`src/sv/trs_pkg.sv`:
```
package trs_pkg;

    // Sizing of the design.
    localparam int MAX_WINDOW = 256;
    localparam int PRICE_BITS = 32;

    // Field widths of the channels and the configuration port.
    localparam int CLOSE_IN_W = 32;
    localparam int QTY_W      = 24;
    localparam int RSI_W      = 14;
    localparam int TRADE_W    = 32;
    localparam int PERIOD_W   = 8;
    localparam int WINDOW_W   = 9;
    localparam int LEVEL_W    = 14;
    localparam int CFG_DATA_W = 14;
    localparam int CFG_IDX_W  = 2;

    // Derived internal widths.
    localparam int CLOSE_W = (PRICE_BITS < CLOSE_IN_W) ? PRICE_BITS : CLOSE_IN_W;
    localparam int PTR_W   = $clog2(MAX_WINDOW);
    localparam int WIN_W   = $clog2(MAX_WINDOW + 1);
    localparam int CNT_W   = $clog2(MAX_WINDOW + 2);
    localparam int ADDR_W  = $clog2(2 * MAX_WINDOW + 1);
    localparam int SUM_W   = CLOSE_W + PTR_W;
    localparam int REM_W   = SUM_W + 4;
    localparam int PROD_W  = CLOSE_W + WIN_W;

    // The RSI is produced as four decimal digits, each found in four binary steps.
    localparam int RSI_DIGITS  = 4;
    localparam int DIGIT_BITS  = 4;
    localparam int DIG_CNT_W   = $clog2(RSI_DIGITS);
    localparam int BIT_CNT_W   = $clog2(DIGIT_BITS);

    localparam logic [RSI_W-1:0]   RSI_FULL = RSI_W'(10000);
    localparam logic [QTY_W-1:0]   BUY_QTY  = QTY_W'(100);
    localparam logic [TRADE_W-1:0] TRADE_MAX = '1;

    // Register defaults.
    localparam logic [PERIOD_W-1:0] RSI_PERIOD_RST   = PERIOD_W'(14);
    localparam logic [WINDOW_W-1:0] TREND_WINDOW_RST = WINDOW_W'(50);
    localparam logic [LEVEL_W-1:0]  OVERBOUGHT_RST   = LEVEL_W'(7000);
    localparam logic [LEVEL_W-1:0]  OVERSOLD_RST     = LEVEL_W'(3000);

    typedef enum logic [CFG_IDX_W-1:0] {
        REG_RSI_PERIOD,
        REG_TREND_WINDOW,
        REG_OVERBOUGHT,
        REG_OVERSOLD
    } cfg_reg_t;

    typedef enum logic [1:0] {
        ACT_HOLD,
        ACT_BUY,
        ACT_SELL
    } action_t;

    // Datapath operations issued by the controller.
    typedef enum logic [3:0] {
        OP_NONE,
        OP_LOAD,
        OP_RD_WIN,
        OP_RD_PREV,
        OP_DIFF_NEW,
        OP_ADD_NEW,
        OP_DIFF_OLD,
        OP_ADD_OLD,
        OP_DIV_INIT,
        OP_MUL10,
        OP_DIV_STEP,
        OP_EMIT
    } dp_op_t;

    typedef struct packed {
        dp_op_t                 op;
        logic [BIT_CNT_W-1:0]   bit_sel;
    } dp_cmd_t;

    typedef struct packed {
        logic loss_zero;
        logic hist_ready;
    } dp_status_t;

endpackage

```
`src/sv/trs_ctrl.sv`:
```
module trs_ctrl (
    input  logic                clk,
    input  logic                rst_n,
    input  logic                in_valid,
    output logic                in_ready,
    output logic                out_valid,
    input  logic                out_ready,
    output trs_pkg::dp_cmd_t    cmd,
    input  trs_pkg::dp_status_t status
);
    import trs_pkg::*;

    typedef enum logic [3:0] {
        S_IDLE,
        S_RD_WIN,
        S_RD_PREV,
        S_DIFF_NEW,
        S_ADD_NEW,
        S_DIFF_OLD,
        S_ADD_OLD,
        S_DIV_INIT,
        S_MUL10,
        S_DIV_STEP,
        S_EMIT
    } state_t;

    state_t               state_reg, state_next;
    logic [BIT_CNT_W-1:0] bit_reg, bit_next;
    logic [DIG_CNT_W-1:0] digit_reg, digit_next;
    logic                 out_valid_reg, out_valid_next;
    logic                 slot_free;

    // The result register may be reloaded once it is empty or being emptied.
    assign slot_free = !out_valid_reg || out_ready;

    // Next state and the operation for the datapath.
    always_comb
    begin
        state_next     = state_reg;
        bit_next       = bit_reg;
        digit_next     = digit_reg;
        out_valid_next = out_valid_reg;
        cmd.op         = OP_NONE;
        cmd.bit_sel    = bit_reg;

        if (out_valid_reg && out_ready)
        begin
            out_valid_next = 1'b0;
        end

        case (state_reg)
            S_IDLE:
            begin
                if (in_valid)
                begin
                    cmd.op     = OP_LOAD;
                    state_next = S_RD_WIN;
                end
            end
            S_RD_WIN:
            begin
                cmd.op     = OP_RD_WIN;
                state_next = S_RD_PREV;
            end
            S_RD_PREV:
            begin
                cmd.op     = OP_RD_PREV;
                state_next = S_DIFF_NEW;
            end
            S_DIFF_NEW:
            begin
                cmd.op     = OP_DIFF_NEW;
                state_next = S_ADD_NEW;
            end
            S_ADD_NEW:
            begin
                cmd.op     = OP_ADD_NEW;
                state_next = S_DIFF_OLD;
            end
            S_DIFF_OLD:
            begin
                cmd.op     = OP_DIFF_OLD;
                state_next = S_ADD_OLD;
            end
            S_ADD_OLD:
            begin
                cmd.op     = OP_ADD_OLD;
                state_next = S_DIV_INIT;
            end
            S_DIV_INIT:
            begin
                cmd.op     = OP_DIV_INIT;
                digit_next = '0;
                // No division is needed without losses or without enough history.
                if (status.loss_zero || !status.hist_ready)
                begin
                    state_next = S_EMIT;
                end
                else
                begin
                    state_next = S_MUL10;
                end
            end
            S_MUL10:
            begin
                cmd.op     = OP_MUL10;
                bit_next   = BIT_CNT_W'(DIGIT_BITS - 1);
                state_next = S_DIV_STEP;
            end
            S_DIV_STEP:
            begin
                cmd.op   = OP_DIV_STEP;
                bit_next = bit_reg - 1'b1;
                if (bit_reg == '0)
                begin
                    digit_next = digit_reg + 1'b1;
                    if (digit_reg == DIG_CNT_W'(RSI_DIGITS - 1))
                    begin
                        state_next = S_EMIT;
                    end
                    else
                    begin
                        state_next = S_MUL10;
                    end
                end
            end
            S_EMIT:
            begin
                if (slot_free)
                begin
                    cmd.op         = OP_EMIT;
                    out_valid_next = 1'b1;
                    state_next     = S_IDLE;
                end
            end
            default:
            begin
                state_next = S_IDLE;
            end
        endcase
    end

    // State and registered outputs.
    always_ff @(posedge clk or negedge rst_n)
    begin
        if (!rst_n)
        begin
            state_reg     <= S_IDLE;
            bit_reg       <= '0;
            digit_reg     <= '0;
            out_valid_reg <= 1'b0;
        end
        else
        begin
            state_reg     <= state_next;
            bit_reg       <= bit_next;
            digit_reg     <= digit_next;
            out_valid_reg <= out_valid_next;
        end
    end

    assign in_ready  = (state_reg == S_IDLE);
    assign out_valid = out_valid_reg;

endmodule

```
`config.mk`:
```
export PLATFORM = sky130hd
export DESIGN_NAME = trs_ctrl
export DESIGN_NICKNAME = d
export VERILOG_FILES = /design/src/sv/trs_pkg.sv /design/src/sv/trs_ctrl.sv
export SDC_FILE = /design/constraint.sdc
export NUM_CORES = 1
export LEC_CHECK = 0
export BUFFER_PORTS_ARGS = -buffer_cell sky130_fd_sc_hd__buf_4
export CAP_MARGIN = 10
export CELL_PAD_IN_SITES_DETAIL_PLACEMENT = 1
export CELL_PAD_IN_SITES_GLOBAL_PLACEMENT = 1
export CORE_MARGIN = 4
export CORE_UTILIZATION = 34
export DETAILED_ROUTE_END_ITERATION = 12
export GPL_TIMING_DRIVEN = 0
export PLACE_DENSITY = 0.83
export SLEW_MARGIN = 25
export SYNTH_ARGS = -nofsm -noshare
export SYNTH_HDL_FRONTEND = slang
export SYNTH_SLANG_ARGS = --single-unit
```
`constraint.sdc`:
```
create_clock -name clk -period 1.25 [get_ports clk]
set_input_delay 0.25 -clock clk [delete_from_list [all_inputs] [get_ports clk]]
set_output_delay 0.25 -clock clk [all_outputs]
set_load 0.02 [all_outputs]
```
* Word-level counts from Yosys, hierarchy flattened
Cells that the tools add are included.
** Storage, ports and cells
- Input port bits :: 6
- Flip-flop bits (word level) :: 9
- Output and inout bits :: 8
- Logic and storage cells :: 46
** Operators by class
- Mux-type cells :: 15
- Reduce and logical (&&, ||, !) cells :: 11
- Eq/ne operators :: 14
- Add/subtract/negate cells :: 2
** Operators by type and width (count)
- 4-bit one-hot mux with 11 select lines :: 2
- 4-bit by 3-bit equality test with 1-bit output (second input constant) :: 4
- 4-bit 2-to-1 mux :: 4
- 4-bit equality test (second input constant) :: 3
- 4-bit by 2-bit equality test with 1-bit output (second input constant) :: 2
- 2-bit one-hot mux with 2 select lines :: 2
- 2-bit 2-to-1 mux :: 3
- 2-bit != test (second input constant) :: 3
- 4-bit by 1-bit equality test with 1-bit output (second input constant) :: 1
- 4-bit zero test :: 1
- 1-bit 2-to-1 mux :: 4
- 2-bit nonzero test :: 2
- 3-bit AND reduction :: 1
- 2-bit by 1-bit adder with 2-bit output (second input constant) :: 1
- 2-bit equality test (second input constant) :: 1
- 1-bit zero test :: 2
- 2-bit zero test :: 1
- 1-bit logical OR :: 2
- 2-bit AND reduction :: 1
- 2-bit by 1-bit subtractor with 2-bit output (second input constant) :: 1
- 1-bit logical AND :: 1

* Depth between registers and ports, before layout
- Depth after elaboration :: 4
- Depth in mapped cells :: 6
- Depth with buffers taken out :: 6

* Worst setup path before layout
Ideal clock, no wire load.
- Path kind :: reg-to-output
- Start point :: register out_valid_reg, in the netlist out_valid
- End point :: output cmd[2] (netlist name)
- Buffers on the path :: 0
- Arrival :: 1.395 ns
- Required time :: 1.000 ns
- Stages on the path, launching flop included :: 4
- Setup slack :: -0.395 ns
- Cells stage by stage :: dfrtp_1 -> nor2b_1 -> a21o_2 -> a211oi_1
** RTL lines
- from (decl) :: RTL line trs_ctrl.sv:30 : logic out_valid_reg, out_valid_next;
- from (signal assigned) :: RTL line trs_ctrl.sv:158 : out_valid_reg <= out_valid_next;
- to (decl) :: RTL line trs_ctrl.sv:8 : output trs_pkg::dp_cmd_t cmd,

==> results.md <==
- Area share of fa/ha/maj cells after synthesis: 0.0415
- Pwr Density: 3220 nW/um^2
- Drt drc: 0
- Slowest CP cell: dfrtp_2
- Dominant cells by area after synthesis: dfrtp_1 37%, nand2_1 6.2%, buf_6 5.6%
- Max reg flops: 4
- Post-synthesis cell type count: 30
- HP Class: in2async
- Wire per inst: around 18 um
- Period utilisation layout: 1.35
- Share of the synthesized area in the top cell type: 0.373
- Num ports: 14
- Final Setup Violations: 10
- Status: finished, violations left
- Mapped Avg Cell Area: approximately 9.4 um^2
- Worst-path fanout max: 8
- I/O Buffers: 13
- Worst Path Arrival: 1.44 ns
- CTS tree: yes
- Number of vias per cell: 5.04
- Final net count: 110
- Leakage Power: 0.501 nW
- Measured slew at the worst slew-check pin: 0.330 ns
- Critical Path RT: 1.00 ns
- Number of global-route vias before repair: slightly below 700
- Post-route ant nets: 0
- XOR/XNOR share of the synthesized area: 0.0145
- Most common cell after layout, fill and taps aside: buf_4
- Crit-path max cell delay: 0.44 ns
- Initial Util: 0.378
- Syn Nets: 72
- Pin count of the biggest net entering global routing: 11
- Slew HR: 0.779
- Maximum vdd drop: 1600 uV
- Die area: 2510 um^2
- Mapped Area: 603 um^2
- H-tree Lvls: 1
- GP Congestion: just over 0.7
- Max-slew violations: 0
- Tightest hold margin: 0.347 ns
- Inserted Clock Buffers: 3
- Routed wire length: 2210 um
- Via count: between 600 and 700
- Area Overhead vs Synth: 84.0%
- Crit path time final: 1.69 ns
- Chip Width: 50.1 um
- Drt pass-1 iters: 4
- Post-synthesis mux area share: 0.0166
- Num Clock Sinks: 9
- Clk buf depth: 2
- Worst skew pair latency: 0.27 ns
- GRT overflow: 0
- Clk slew on worst S/H paths: 0.07 ns
- YS warnings: 0
- CP endpoint kind: primary output
- Post-synthesis simple-gate area fraction: 0.305
- Violated checks: negative setup slack
- Initial antenna violation count: 0
- Fmax: between 0.5 and 0.6 GHz
- Detailed Route Iter0 Violations: 10
- Seq/Total Area, Yosys: 0.373
- Share of layout cells above drive strength 1: 0.634
- Cell taking the most area after synthesis: dfrtp_1
- Dpl hpwl: roughly 1100 um
- Critical path class: reg2out
- Num rows: 14
- Total power after layout: 3.57 mW
- CTS root buffer: clkbuf_4
- Startpoint types: flip-flop
- Die height: 50.1 um
- # diodes: 0
- Commonest cells after routing, fill and taps aside: 20 x buf_4, 13 x buf_6, 6 x nand2_1, 5 x dfrtp_1, 4 x dfrtp_2
- Main combinational cell family by area after synthesis: simple AND/OR/NAND/NOR gates
- Worst Skew: just under 0.006 ns
- First-pass GRT wire length: 3260 um
- RSZ-0062 raised after global routing: yes
- Compound-Gate Fraction of Synth Area: 0.162
- Tot GR Track Use: 0.184
- Hold Vio Cnt, Final: 0
- Core area: 1590 um^2
- Post-route worst setup slack: -0.438 ns
- Post-Syn Instances: 64
- Critical-path cell list: buf_8 -> a21o_1 -> a221oi_4 -> buf_6
- MaxCap Viol Count: 0
- Synth Register Bits: 9
## through the flow
step / instance area (um^2) / util / setup WS [ns] / setup TNS (ns) / instances
3_3_place_gp: 810 / 0.508 / -0.214 / -0.831 / 101
3_5_place_dp: 810 / 0.508 / -0.245 / -1.09 / 101
5_1_grt: 1110 / 0.696 / -0.508 / -3.43 / 125
6_report: 1110 / 0.696 / -0.438 / -2.50 / 125
2_1_floorplan: 682 / - / -0.0973 / -0.244 / 64
4_1_cts: 1020 / 0.640 / -0.429 / -1.94 / 119
## power breakdown
group          internal (mW)  switching (mW)  leakage [nW]
logic                   1.44            1.32         0.378
registers              0.441           0.141         0.106
clock network          0.118           0.112        0.0177
total                   2.00            1.57         0.501
## critical path: cells and delay by family, from the launching register on
family	cells	cell delay, ns
flip-flops	1	0.44
buffers and inverters	2	0.30
AO/OA/AOI/OAI	2	0.41
## cell families after synthesis
logic type,Yosys count
AND/OR/NAND/NOR,29
AO/OA/AOI/OAI,15
flip-flops,9
buffers and inverters,7
adder cells (fa/ha/maj),2
XOR/XNOR,1
multiplexers,1
## synth_stat cells (all sizes together)
library cell,n
a211oi,1
a21o,2
a21oi,2
a221oi,2
a31oi,1
and3,1
and4bb,1
buf,4
dfrtp,9
ha,2
inv,3
mux2i,1
nand2,10
nand2b,2
nand3b,1
nand4b,1
nor2,5
nor2b,3
nor3b,1
nor4,2
o21ai,5
o22ai,1
o31a,1
or2,1
or2b,1
xor2,1
## layer usage
layer	global-route usage	share of wire	vias to the layer above
met1	0.202	0.42	316
met3	0.0723	0.042	4
met5	0	0	-
li1	-	-	296
met4	0.111	0.019	0
met2	0.296	0.52	14
## path summary, 6_finish.rpt
| path | cells past startpoint | from | endpoint | slack [ns] |
|---|---|---|---|---|
| max in group asynchronous | 2 | rst_n | bit_reg[0] | 0.75 |
| min reg2reg | 1 | bit_reg[0] | bit_reg[0] | 0.52 |
| max reg2reg | 5 | state_reg[1] | digit_reg[0] | -0.20 |
| min | 2 | rst_n | digit_reg[1] | 0.35 |
| min in group clk | 3 | out_ready | out_valid | 0.35 |
| max | 4 | state_reg[3] | cmd[3] | -0.44 |
## area by class of cell
class	instances	area, um^2
Buffer	4	52.6
Timing Repair Buffer	33	304
Fill cell	165	484
Tap cell	24	30.0
Clock inverter	1	5.00
Multi-Input combinational cell	48	454
Inverter	3	11.3
Clock buffer	3	22.5
Sequential cell	9	230
## repair_timing
action | 4_1_cts | 5_1_grt
hold buffers | 1 | 0
hold endpoints to repair | 9 | 0
resized for setup | 18 | 12
cloned | 0 | 0
buffers inserted | 13 | 7
setup endpoints to repair | 8 | 10
pin swaps | 6 | 3
(Power assumes the default switching activity.)
